$ cat config.mk
export PLATFORM = sky130hd
export DESIGN_NAME = pocsag_text_transmission_encoder_unit
export DESIGN_NICKNAME = d
export VERILOG_FILES = /design/src/hdl/pttx_pkg.sv /design/src/hdl/pttx_dp.sv /design/src/hdl/pttx_ctrl.sv /design/src/hdl/pocsag_text_transmission_encoder_unit.sv
export SDC_FILE = /design/constraint.sdc
export NUM_CORES = 1
export LEC_CHECK = 0
export BUFFER_PORTS_ARGS = -buffer_cell sky130_fd_sc_hd__buf_2
export CELL_PAD_IN_SITES_DETAIL_PLACEMENT = 1
export CELL_PAD_IN_SITES_GLOBAL_PLACEMENT = 1
export CORE_MARGIN = 4
export CORE_UTILIZATION = 53
export CTS_BUF_LIST = sky130_fd_sc_hd__clkbuf_4 sky130_fd_sc_hd__clkbuf_8
export DETAILED_ROUTE_END_ITERATION = 10
export GPL_TIMING_DRIVEN = 0
export PLACE_DENSITY_LB_ADDON = 0.1
export SLEW_MARGIN = 20
export SYNTH_ARGS = -nofsm -noshare
export SYNTH_HDL_FRONTEND = slang
export SYNTH_SLANG_ARGS = --single-unit
$ cat constraint.sdc
create_clock -name i_clk -period 8 [get_ports i_clk]
set_clock_uncertainty 0.2 [all_clocks]
set_input_delay 0.4 -clock i_clk [delete_from_list [all_inputs] [get_ports i_clk]]
set_output_delay 0.4 -clock i_clk [all_outputs]
set_load 0.01 [all_outputs]
$ cat src/hdl/pttx_pkg.sv
// ----------------------------------------------------------------------------
// pttx_pkg
// Shared words, codeword encoder and controller/datapath interface types for
// the alphanumeric page encoder.
// ----------------------------------------------------------------------------
package pttx_pkg;

    localparam logic [31:0] SYNC_WORD     = 32'h7CD2_15D8;
    localparam logic [31:0] IDLE_WORD     = 32'h7A89_C197;
    localparam logic [31:0] PREAMBLE_WORD = 32'h5555_5555;
    localparam logic [10:0] BCH_GEN       = 11'h769;

    localparam int DATA_BITS  = 21;
    localparam int CHECK_BITS = 10;
    localparam int WORD_BITS  = 20;
    localparam int CHAR_BITS  = 7;

    // configuration register indexes
    localparam logic CFG_PREAMBLE = 1'b0;
    localparam logic CFG_FUNCTION = 1'b1;

    // check bits contributed by each single data bit (the code is linear)
    function automatic logic [DATA_BITS-1:0][CHECK_BITS-1:0] f_bch_tbl();
        logic [DATA_BITS-1:0][CHECK_BITS-1:0] tbl;
        logic [30:0]                          r;
        for (int i = 0; i < DATA_BITS; i++) begin
            r = 31'd1 << (i + CHECK_BITS);
            for (int b = 30; b >= CHECK_BITS; b--) begin
                if (r[b]) begin
                    r = r ^ (31'(BCH_GEN) << (b - CHECK_BITS));
                end
            end
            tbl[i] = r[CHECK_BITS-1:0];
        end
        return tbl;
    endfunction

    localparam logic [DATA_BITS-1:0][CHECK_BITS-1:0] BCH_TBL = f_bch_tbl();

    // 21 data bits, 10 check bits, even parity
    function automatic logic [31:0] f_codeword(input logic [DATA_BITS-1:0] data);
        logic [CHECK_BITS-1:0] chk;
        logic [30:0]           full;
        chk = '0;
        for (int i = 0; i < DATA_BITS; i++) begin
            if (data[i]) begin
                chk = chk ^ BCH_TBL[i];
            end
        end
        full = {data, chk};
        return {full, ^full};
    endfunction

    typedef enum logic [2:0] {
        W_PREAMBLE,
        W_SYNC,
        W_IDLE,
        W_ADDR,
        W_MSG,
        W_PAD
    } t_wsel;

    typedef struct packed {
        logic  take;       // latch the input beat
        logic  add;        // append the character bits
        logic  emit;       // load the output register
        t_wsel wsel;
        logic  last_word;
        logic  pos_set;    // batch slot after the address word
        logic  pos_inc;
        logic  msg_clr;
    } t_cmd;

    typedef struct packed {
        logic       first;
        logic       last;
        logic [2:0] frame;
        logic       in_msg;
        logic       word_full;   // the pending character completes a word
        logic       pad_needed;
        logic       pos_last;
        logic       out_free;
        logic [5:0] preamble_words;
    } t_stat;

endpackage

$ cat src/hdl/pttx_dp.sv
// ----------------------------------------------------------------------------
// pttx_dp
// Datapath: input latch, configuration, bit packer, batch slot counter,
// codeword encoder and output register.
// ----------------------------------------------------------------------------
module pttx_dp
    import pttx_pkg::*;
(
    input  logic        i_clk,
    input  logic        i_rst_n,
    input  logic        i_cfg_we,
    input  logic        i_cfg_index,
    input  logic [5:0]  i_cfg_wdata,
    input  logic [6:0]  i_char_code,
    input  logic        i_first_char,
    input  logic        i_last_char,
    input  logic [20:0] i_pager_address,
    input  t_cmd        i_cmd,
    output t_stat       o_stat,
    input  logic        i_out_ready,
    output logic        o_out_valid,
    output logic [31:0] o_codeword,
    output logic        o_last_word
);

    logic [6:0]  r_char;
    logic        r_first;
    logic        r_last;
    logic [20:0] r_addr;
    logic [5:0]  r_pw;
    logic [1:0]  r_fb;
    logic [19:0] r_acc;
    logic [4:0]  r_count;
    logic [19:0] r_word;
    logic [3:0]  r_pos;
    logic        r_in_msg;
    logic        r_tvalid;
    logic [31:0] r_tdata;
    logic        r_tlast;

    logic [6:0]  rev;
    logic [19:0] acc_eff;
    logic [4:0]  cnt_eff;
    logic [4:0]  total;
    logic        full;
    logic [2:0]  sh;
    logic [26:0] ext;
    logic [26:0] mask;
    logic [19:0] n_acc;
    logic [4:0]  n_count;
    logic [19:0] pad_bits;
    logic [20:0] enc_data;
    logic [31:0] n_tdata;

    // first bit of the character lands highest in the accumulator
    always_comb begin
        for (int i = 0; i < CHAR_BITS; i++) begin
            rev[i] = r_char[CHAR_BITS-1-i];
        end
    end

    assign acc_eff = r_first ? '0 : r_acc;
    assign cnt_eff = r_first ? '0 : r_count;
    assign total   = cnt_eff + 5'd7;
    assign full    = (total >= 5'd20);
    assign sh      = 3'(total - 5'd20);
    assign ext     = {acc_eff, rev};
    assign mask    = (27'd1 << sh) - 27'd1;

    always_comb begin
        if (full) begin
            n_acc   = 20'(ext & mask);
            n_count = {2'b00, sh};
        end else begin
            n_acc   = ext[19:0];
            n_count = total;
        end
    end

    assign pad_bits = r_acc << (5'd20 - r_count);

    always_comb begin
        case (i_cmd.wsel)
            W_ADDR:  enc_data = {1'b0, r_addr[20:3], r_fb};
            W_MSG:   enc_data = {1'b1, r_word};
            default: enc_data = {1'b1, pad_bits};
        endcase
        case (i_cmd.wsel)
            W_PREAMBLE: n_tdata = PREAMBLE_WORD;
            W_SYNC:     n_tdata = SYNC_WORD;
            W_IDLE:     n_tdata = IDLE_WORD;
            default:    n_tdata = f_codeword(enc_data);
        endcase
    end

    always_ff @(posedge i_clk) begin
        if (!i_rst_n) begin
            r_pw     <= 6'd18;
            r_fb     <= 2'd3;
            r_acc    <= '0;
            r_count  <= '0;
            r_pos    <= '0;
            r_in_msg <= 1'b0;
            r_tvalid <= 1'b0;
        end else begin
            if (i_cfg_we) begin
                case (i_cfg_index)
                    CFG_PREAMBLE: r_pw <= i_cfg_wdata;
                    CFG_FUNCTION: r_fb <= i_cfg_wdata[1:0];
                    default:      r_pw <= r_pw;
                endcase
            end
            if (i_cmd.add) begin
                r_acc   <= n_acc;
                r_count <= n_count;
                if (r_first) begin
                    r_in_msg <= 1'b1;
                end
            end
            if (i_cmd.pos_set) begin
                r_pos <= {r_addr[2:0], 1'b1};
            end else if (i_cmd.pos_inc) begin
                r_pos <= r_pos + 4'd1;
            end
            if (i_cmd.msg_clr) begin
                r_in_msg <= 1'b0;
                r_acc    <= '0;
                r_count  <= '0;
            end
            if (i_cmd.emit) begin
                r_tvalid <= 1'b1;
            end else if (i_out_ready) begin
                r_tvalid <= 1'b0;
            end
        end
    end

    always_ff @(posedge i_clk) begin
        if (i_cmd.take) begin
            r_char  <= i_char_code;
            r_first <= i_first_char;
            r_last  <= i_last_char;
            r_addr  <= i_pager_address;
        end
        if (i_cmd.add && full) begin
            r_word <= 20'(ext >> sh);
        end
        if (i_cmd.emit) begin
            r_tdata <= n_tdata;
            r_tlast <= i_cmd.last_word;
        end
    end

    assign o_stat.first          = r_first;
    assign o_stat.last           = r_last;
    assign o_stat.frame          = r_addr[2:0];
    assign o_stat.in_msg         = r_in_msg;
    assign o_stat.word_full      = full;
    assign o_stat.pad_needed     = (r_count != 5'd0);
    assign o_stat.pos_last       = (r_pos == 4'd15);
    assign o_stat.out_free       = !r_tvalid || i_out_ready;
    assign o_stat.preamble_words = r_pw;

    assign o_out_valid = r_tvalid;
    assign o_codeword  = r_tdata;
    assign o_last_word = r_tlast;

endmodule

$ cat src/hdl/pttx_ctrl.sv
// ----------------------------------------------------------------------------
// pttx_ctrl
// Controller: sequences the words of one character, one word per cycle into
// the output register while that register is free.
// ----------------------------------------------------------------------------
module pttx_ctrl
    import pttx_pkg::*;
(
    input  logic  i_clk,
    input  logic  i_rst_n,
    input  logic  i_in_valid,
    output logic  o_in_ready,
    input  t_stat i_stat,
    output t_cmd  o_cmd
);

    typedef enum logic [3:0] {
        S_IDLE,
        S_LOAD,
        S_PRE,
        S_SYNC0,
        S_FIDLE,
        S_ADDR,
        S_MSG,
        S_SYNC1,
        S_PAD,
        S_PSYNC,
        S_TAIL
    } t_state;

    t_state     r_state;
    t_state     n_state;
    t_state     after_char;
    logic [5:0] r_cnt;
    logic [5:0] n_cnt;
    logic [5:0] wn;
    logic [6:0] room;
    logic [5:0] pre;

    // words that follow the preamble on a first character
    always_comb begin
        if (!i_stat.last) begin
            wn = {2'b00, i_stat.frame, 1'b0} + 6'd2;
        end else if (i_stat.frame == 3'd7) begin
            wn = 6'd34;
        end else begin
            wn = 6'd17;
        end
        room = 7'd64 - {1'b0, wn};
        pre  = ({1'b0, i_stat.preamble_words} > room) ? room[5:0] : i_stat.preamble_words;
    end

    always_comb begin
        if (!i_stat.last) begin
            after_char = S_IDLE;
        end else if (i_stat.pad_needed) begin
            after_char = S_PAD;
        end else begin
            after_char = S_TAIL;
        end
    end

    always_comb begin
        n_state = r_state;
        n_cnt   = r_cnt;
        o_cmd   = '0;
        o_cmd.wsel = W_IDLE;
        case (r_state)
            S_IDLE: begin
                if (i_in_valid) begin
                    o_cmd.take = 1'b1;
                    n_state    = S_LOAD;
                end
            end
            S_LOAD: begin
                if (!i_stat.first && !i_stat.in_msg) begin
                    n_state = S_IDLE;
                end else begin
                    o_cmd.add = 1'b1;
                    if (i_stat.first) begin
                        n_cnt   = pre;
                        n_state = (pre != 6'd0) ? S_PRE : S_SYNC0;
                    end else if (i_stat.word_full) begin
                        n_state = S_MSG;
                    end else if (i_stat.last) begin
                        n_state = S_PAD;
                    end else begin
                        n_state = S_IDLE;
                    end
                end
            end
            S_PRE: begin
                if (i_stat.out_free) begin
                    o_cmd.emit = 1'b1;
                    o_cmd.wsel = W_PREAMBLE;
                    if (r_cnt == 6'd1) begin
                        n_state = S_SYNC0;
                    end else begin
                        n_cnt = r_cnt - 6'd1;
                    end
                end
            end
            S_SYNC0: begin
                if (i_stat.out_free) begin
                    o_cmd.emit = 1'b1;
                    o_cmd.wsel = W_SYNC;
                    if (i_stat.frame == 3'd0) begin
                        n_state = S_ADDR;
                    end else begin
                        n_cnt   = {2'b00, i_stat.frame, 1'b0};
                        n_state = S_FIDLE;
                    end
                end
            end
            S_FIDLE: begin
                if (i_stat.out_free) begin
                    o_cmd.emit = 1'b1;
                    o_cmd.wsel = W_IDLE;
                    if (r_cnt == 6'd1) begin
                        n_state = S_ADDR;
                    end else begin
                        n_cnt = r_cnt - 6'd1;
                    end
                end
            end
            S_ADDR: begin
                if (i_stat.out_free) begin
                    o_cmd.emit    = 1'b1;
                    o_cmd.wsel    = W_ADDR;
                    o_cmd.pos_set = 1'b1;
                    // a first character never fills a word, so padding follows when it is also the last
                    n_state = i_stat.last ? S_PAD : S_IDLE;
                end
            end
            S_MSG: begin
                if (i_stat.out_free) begin
                    o_cmd.emit    = 1'b1;
                    o_cmd.wsel    = W_MSG;
                    o_cmd.pos_inc = 1'b1;
                    n_state = i_stat.pos_last ? S_SYNC1 : after_char;
                end
            end
            S_SYNC1: begin
                if (i_stat.out_free) begin
                    o_cmd.emit = 1'b1;
                    o_cmd.wsel = W_SYNC;
                    n_state    = after_char;
                end
            end
            S_PAD: begin
                if (i_stat.out_free) begin
                    o_cmd.emit    = 1'b1;
                    o_cmd.wsel    = W_PAD;
                    o_cmd.pos_inc = 1'b1;
                    n_state = i_stat.pos_last ? S_PSYNC : S_TAIL;
                end
            end
            S_PSYNC: begin
                if (i_stat.out_free) begin
                    o_cmd.emit = 1'b1;
                    o_cmd.wsel = W_SYNC;
                    n_state    = S_TAIL;
                end
            end
            S_TAIL: begin
                if (i_stat.out_free) begin
                    o_cmd.emit    = 1'b1;
                    o_cmd.wsel    = W_IDLE;
                    o_cmd.pos_inc = 1'b1;
                    // idle fill closes the batch
                    if (i_stat.pos_last) begin
                        o_cmd.msg_clr = 1'b1;
                        n_state       = S_IDLE;
                    end
                end
            end
            default: begin
                n_state = S_IDLE;
            end
        endcase
        o_cmd.last_word = (n_state == S_IDLE);
    end

    always_ff @(posedge i_clk) begin
        if (!i_rst_n) begin
            r_state <= S_IDLE;
            r_cnt   <= '0;
        end else begin
            r_state <= n_state;
            r_cnt   <= n_cnt;
        end
    end

    assign o_in_ready = (r_state == S_IDLE);

endmodule

$ cat src/hdl/pocsag_text_transmission_encoder_unit.sv
// ----------------------------------------------------------------------------
// pocsag_text_transmission_encoder_unit
// Alphanumeric paging encoder with BCH(31,21) plus even parity codewords.
// ----------------------------------------------------------------------------
// One character is taken per input beat; a beat is accepted only while the
// controller is idle, and the words it causes leave through a single output
// register at one word per cycle while the sink is ready. A character can
// produce no word at all, or usually one message word, plus a SYNC after
// every 16th slot. A first character sends the preamble, SYNC, frame IDLE
// words and the address word, and a last character adds any padding and
// IDLE fill to the end of the batch. A character that comes with no open
// page and no first-character flag is dropped. last_word marks the final
// word caused by each input beat.
module pocsag_text_transmission_encoder_unit
    import pttx_pkg::*;
(
    input  logic        i_clk,
    input  logic        i_rst_n,
    input  logic        i_cfg_we,
    input  logic        i_cfg_index,
    input  logic [5:0]  i_cfg_wdata,
    input  logic        i_s_axis_tvalid,
    output logic        o_s_axis_tready,
    input  logic [31:0] i_s_axis_tdata,   // char_code[6:0], pager_address[27:7], zero[31:28]
    input  logic        i_s_axis_tuser,   // first_char[0]
    input  logic        i_s_axis_tlast,   // last_char
    output logic        o_m_axis_tvalid,
    input  logic        i_m_axis_tready,
    output logic [31:0] o_m_axis_tdata,   // codeword[31:0]
    output logic        o_m_axis_tlast    // last_word
);

    t_cmd  cmd;
    t_stat stat;

    pttx_ctrl u_ctrl (
        .i_clk      (i_clk),
        .i_rst_n    (i_rst_n),
        .i_in_valid (i_s_axis_tvalid),
        .o_in_ready (o_s_axis_tready),
        .i_stat     (stat),
        .o_cmd      (cmd)
    );

    pttx_dp u_dp (
        .i_clk           (i_clk),
        .i_rst_n         (i_rst_n),
        .i_cfg_we        (i_cfg_we),
        .i_cfg_index     (i_cfg_index),
        .i_cfg_wdata     (i_cfg_wdata),
        .i_char_code     (i_s_axis_tdata[6:0]),
        .i_first_char    (i_s_axis_tuser),
        .i_last_char     (i_s_axis_tlast),
        .i_pager_address (i_s_axis_tdata[27:7]),
        .i_cmd           (cmd),
        .o_stat          (stat),
        .i_out_ready     (i_m_axis_tready),
        .o_out_valid     (o_m_axis_tvalid),
        .o_codeword      (o_m_axis_tdata),
        .o_last_word     (o_m_axis_tlast)
    );

endmodule

* Word-level counts from Yosys, hierarchy flattened
Cells that the tools add are included.
** Operators by class
- Shifts and indexed selects :: 3
- Add/subtract/negate cells :: 8
- Muxes and demuxes :: 103
- Reductions and logical operators :: 26
- Eq/ne operators :: 23
- Bitwise gates (word level) :: 23
- Order comparisons :: 2
** Operators by type and width (count)
- 2-to-1 mux 10 bit :: 32
- 2-to-1 mux 4 bit :: 27
- case mux 32 bit (3 select lines) :: 1
- 2-to-1 mux 9 bit :: 7
- 2-to-1 mux 6 bit :: 9
- NOT 7 bit :: 7
- case mux 4 bit (11 select lines) :: 1
- case mux 21 bit (2 select lines) :: 1
- 2-to-1 mux 20 bit :: 2
- XOR reduction 31 bit :: 1
- >> shifter 27 x 3 -> 20 bit :: 1
- 2-to-1 mux 8 bit :: 3
- NOT 6 bit :: 4
- case mux 4 bit (6 select lines) :: 1
- bitwise AND 20 bit :: 1
- NOT 4 bit :: 5
- << shifter 1 x 3 -> 20 bit (first input constant) :: 1
- << shifter 20 x 5 -> 20 bit :: 1
- subtractor 20 x 1 -> 20 bit (second input constant) :: 1
- case mux 6 bit (3 select lines) :: 1
- equality test 4 x 3 -> 1 bit (second input constant) :: 4
- equality test 4 bit (second input constant) :: 4
- NOT 5 bit :: 3
- 2-to-1 mux 1 bit :: 12
- 35 further kinds :: 58
** Word-level totals
- Register bits :: 132
- Input port bits :: 46

* Logic depth before layout (Yosys ltp)
- Depth in word-level cells :: 70
- Depth in mapped cells :: 17
- Depth with buffers taken out :: 14

* Hierarchy
Synthesis repeated with hierarchy kept, for this count alone.
** Second synthesis, totals
- Cells, all modules :: 967
- Area, all modules :: 9420.3 µm²
** By module, submodules not included
- pttx_dp :: cells each 774, times used 1, area each 8060.2 µm²
- pttx_ctrl :: cells each 193, times used 1, area each 1360.1 µm²

* Least setup slack after synthesis
Ideal clock, no wire load.
- Kind :: reg-to-reg
- From :: register u_dp.r_count[0]
- To :: register u_dp.r_tdata[7] (netlist: u_dp.o_codeword[7]), data pin
- Path slack :: 3.505 ns
- Buffers on the path :: 4
- Required time :: 7.539 ns
- Stages on the path, launching flop included :: 17
- Setup time :: 0.261 ns
- Arrival time :: 4.034 ns
- Clock period less this slack :: 4.495 ns
- Cells stage by stage :: dfxtp_1 -> buf_2 -> inv_1 -> clkbuf_8 -> ha_1 -> buf_6 -> clkbuf_8 -> mux2i_1 -> mux4_2 -> mux2i_1 -> a222oi_1 -> xnor2_1 -> xnor2_2 -> xnor2_1 -> xnor3_1 -> a211oi_1 -> o21ai_1
** Between the ends
- Word-level cells in the longest chain between the ends :: 60
** RTL lines
- start: declaration :: line pttx_dp.sv:33 : logic [4:0] r_count;
- start signal: assignment :: line pttx_dp.sv:115 : r_count <= n_count;
- subtractor 5 bit (*) :: line pttx_dp.sv:80 : assign pad_bits = r_acc << (5'd20 - r_count);
- << shifter 20 x 5 -> 20 bit (*) :: line pttx_dp.sv:80
- case mux 21 bit (2 select lines) (*) :: line pttx_dp.sv:83 : case (i_cmd.wsel)
- 2-to-1 mux 10 bit :: line pttx_pkg.sv:46 : if (data[i]) begin
- 2-to-1 mux 10 bit :: line pttx_dp.sv:88 : case (i_cmd.wsel)
- 2-to-1 mux 9 bit :: line pttx_pkg.sv:46
- 2-to-1 mux 10 bit :: line pttx_dp.sv:88
- NOT 7 bit (no source line)
- [45 not listed]
- 2-to-1 mux 10 bit :: line pttx_dp.sv:88
- NOT 6 bit (no source line)
- 2-to-1 mux 9 bit (*) :: line pttx_pkg.sv:46
- 2-to-1 mux 10 bit (*) :: line pttx_dp.sv:88
- 2-to-1 mux 10 bit (*) :: line pttx_pkg.sv:46
- 2-to-1 mux 10 bit (*) :: line pttx_dp.sv:88
- case mux 32 bit (3 select lines) (*) :: line pttx_dp.sv:88
- named net u_dp.n_tdata[7] :: line pttx_dp.sv:53 : logic [31:0] n_tdata;
- end signal: assignment :: line pttx_dp.sv:149 : r_tdata <= n_tdata;
- end: declaration :: line pttx_dp.sv:38 : logic [31:0] r_tdata;
The timed path passes the listed nets; every way through them passes the cells marked *. The select of a mux whose other input is x is not followed.
A chain may end at the register's enable or synchronous reset.

* Worst setup path after layout
Same ends and word-level chain as after synthesis.

==> results.txt <==
- The flow ran to the end, and the final reports show no timing, DRC or antenna violations.
- Final RePlAce weighted congestion: 0.970
- Top cell type's share of synthesized area: 0.266
* Total of endpoints with negative setup slack in the final report: 0
- X dimension of the die: 141 um
- Most repeated cell in the gate-level netlist after synthesis: nor2_1
* Share of the core filled with cells: 0.624
* Router iterations before antenna repair: 7
- Post-Syn Nets: 1,018
- DRC errors left: 0
- Entering global routing, the biggest net connects 32 pins.
- Summed over all layers, the routed wires come to 31.0 mm.
- Synthesis inferred 132 register bits.
- In the global route stage, overall resource usage came out at 0.317.
* Worst Slack Setup Final: approximately 2.4 ns
- Number of nets with antenna violations after detailed routing: 0
* Clock share of power: 0.306
- Max capacitance violation total: 0
- Site Rows: 48
- Pin placement for this block handled 81 I/O pins.
- Final number of max-transition violations: 0
- Clock insertion delay at the later pin of the skew report: 0.47 ns
* First-pass GRT wire length: 49.3 mm
- Internal power of the cells: between 1 and 1.5 mW
- Clock tree synthesis inserted a total of 17 buffers.
- Main area contributors after synthesis: edfxtp_1, dfxtp_1, mux4_2
- For this block, the initial DRC count from the detailed router was between 700 and 800.
- The share of total power dissipated in combinational logic is 0.247.
* Area of the core: 17,300 um^2
- At the worst endpoint, the arrival time is ~5.6 ns.
- Worst Tran Pin Value: around 1.1 ns
- The routed layout has 8,455 vias.
- Summed over all layers, the global routing overflow is 0.
- Max-Slew Margin vs Limit: 0.243
* Dominant cell type by area after synthesis: edfxtp_1
- Synth cell types: 90
- By count the netlist is led by nor2_1, nand2_1, edfxtp_1.
- Setup repair after global routing left no endpoint under its margin.
- CTS tree: built
- The initial antenna violation count is 0.
* Required time worst endpoint: 8.00 ns
* Total number of H-tree levels: 4
* Minimum hold slack: a little under 0.005 ns
- Share of total power consumed by net switching: 0.327
* Count of mapped cells out of synthesis: ~950
- By startpoint and endpoint, the worst setup path is classified as reg2reg.
- Hold violation count in the final report: 0
* Buffers added on ports: 76
- Fraction of final layout cells with drive strength greater than 1: 0.195
- Crit path capture type: flop
* DIE HEIGHT: roughly 140 um
- Clock root buffer master: clkbuf_8
- Final setup TNS: 0 ns
- VDD sags by at most between 0.0001 and 0.00015 V.
- The via count of the first global-routing pass is 8,720.
* Register area share after synthesis: 0.371
* Proportion of power drawn by flip-flops and latches: 0.447
- The finished layout holds about 1,300 standard cells, fillers aside.
- Hold/Removal Path Class: in2reg
- Post-place instance area: 10,100 um^2
* Proportion of register bits with asynchronous set or reset after synthesis: 0
- Synthesized area divided by synthesized cell count: 9.84 um^2
* Synthesis warning total: 0
- Clock slew at reported path FFs: 0.08 ns
- Detailed placer's ending HPWL: roughly 23 mm
* Maximum count of clock buffers along a single path: 2
* Sw Pwr: 0.580 mW
- Maximum fanout along the worst path: 10
* # clock sinks: between 100 and 150
* Number of flops mapped to enable cells by yosys: 83
- Of the available clock period, the critical path in the final layout requires 0.695.
* Routed wire per std cell: about 23 um
- Area growth from synthesis to layout: 15.4%
- The initial utilization of the core area, before any placement, comes to 0.541.
* Fmax: 180 MHz
- Pwr dens: about 160 nW/um^2
- Number of nets at the end of the flow: 1,153
* Cell leakage power: 3.87 nW
- Synthesized cell area: between 9000 and 10,000 um^2
- Dividing the detail-routed via count by the number of cells gives between 6 and 7.
- Counting the fill cells in the layout gives about 2,000.
* Time the worst path needs with I/O delays and setup: between 5 and 6 ns
* Design area: 10,800 um^2
* Placed insts: between 1,000 and 1,500
* Die area: ~20,000 um^2
- Power comes to 1.78 mW.
* Most instantiated flip-flop cell in the synthesis netlist: edfxtp_1
- Startpoint kind of the worst setup timing path: flop
* DP Worst Slack: 2.52 ns
- The worst register-to-register path has a setup slack of 2.44 ns.
worst max-delay path, cell delays in order (launching register included):
cell	delay [ns]
dfxtp_1	0.37
buf_2	0.28
inv_1	0.14
clkbuf_8	0.20
ha_1	0.33
buf_6	0.17
clkbuf_8	0.19
mux2i_1	0.29
mux4_2	0.31
mux2i_1	0.09
a222oi_1	0.97
xnor2_1	0.32
xnor2_2	0.21
xnor2_1	0.34
xnor3_1	0.51
a211oi_1	0.23
o21ai_1	0.13
registers in the layout (all words and copies together), names as in the netlist:
signal,count
u_dp.r_pw,6
u_dp.r_last,1
u_dp.o_last_word,1
u_dp.r_acc,20
u_dp.r_fb,2
u_dp.o_codeword,32
u_dp.r_pos,4
u_dp.r_in_msg,1
u_dp.r_first,1
u_ctrl.r_state,4
u_ctrl.r_cnt,6
u_dp.r_char,7
u_dp.r_count,5
u_dp.o_out_valid,1
u_dp.r_word,20
u_dp.r_addr,21
cell families after synthesis:
logic type | after synthesis | share of synthesized area
simple gates | 316 | 0.163
compound gates | 235 | 0.174
flops | 132 | 0.371
buf+inv | 88 | 0.0524
xor+xnor | 84 | 0.0918
mux | 77 | 0.122
fa+ha+maj | 20 | 0.0267
metal layers:
metal	wire length [um]	vias up	global-route usage
met4	913	0	0.115
li1	-	3801	-
met2	15900	362	0.554
met1	12500	4216	0.396
met3	1820	76	0.0533
met5	0	-	0
worst paths after layout:
kind                                start                      endpoint  cells past startpoint
max reg2reg  u_dp.r_count[0]$_SDFFE_PP0P_  u_dp.o_codeword[7]$_DFFE_PP_                     16
min                        i_cfg_wdata[3]     u_dp.r_pw[3]$_SDFFE_PN0P_                      3
max          u_dp.r_count[0]$_SDFFE_PP0P_  u_dp.o_codeword[7]$_DFFE_PP_                     16
min reg2reg    u_dp.r_in_msg$_SDFFE_PP0P_    u_dp.r_in_msg$_SDFFE_PP0P_                      2
what timing repair did:
item	4_1_cts	5_1_grt
gates resized for setup	0	0
buffers inserted	0	0
hold buffers	34	0
endpoints found under the hold margin	35	0
power by group through the flow:
stage                     Clock (mW)  Sequential, mW  Combinational [mW]
after floorplan                    0           0.805               0.293
after global placement             0           0.807               0.396
after detailed placement           0           0.808               0.414
after CTS                      0.549           0.792               0.431
after global routing           0.574           0.796               0.475
final                          0.544           0.793               0.439
area by class of cell:
class / count / area, um^2 / share of cell area
Multi-Input combinational cell: 732 / 5420 / 0.502
Sequential cell: 132 / 3470 / 0.322
Timing Repair Buffer: 116 / 772 / 0.0715
Buffer: 62 / 393 / 0.0364
Tap cell: 225 / 282 / 0.0261
Clock buffer: 19 / 249 / 0.0231
Clock inverter: 13 / 110 / 0.0102
Inverter: 26 / 97.6 / 0.00904
Antenna cell: 1 / 2.50 / 0.000232
cells in the final DEF (no fill, tap or decap), drive strengths merged, types with 4 or more instances in the layout:
master         n
mux2i         33
o31ai          4
o21ai         51
nor2b         19
a31oi          9
nor3          16
nor4           4
a221oi         9
a21oi         54
clkbuf        62
xnor2         57
a211oi        12
o22ai         12
nand2b        20
o21a           6
o211ai        13
inv           27
o211a          6
dlygate4sd3   34
a22o           9
nand3         25
o221ai         8
nor2         100
or3            8
edfxtp        83
and2           7
dfxtp         49
a22oi         16
mux4          28
mux2          16
buf          100
nand2         91
nand4          4
ha            20
xor2          23
clkinv         6
clkinvlp       5
and3           5
(Power assumes the default switching activity.)
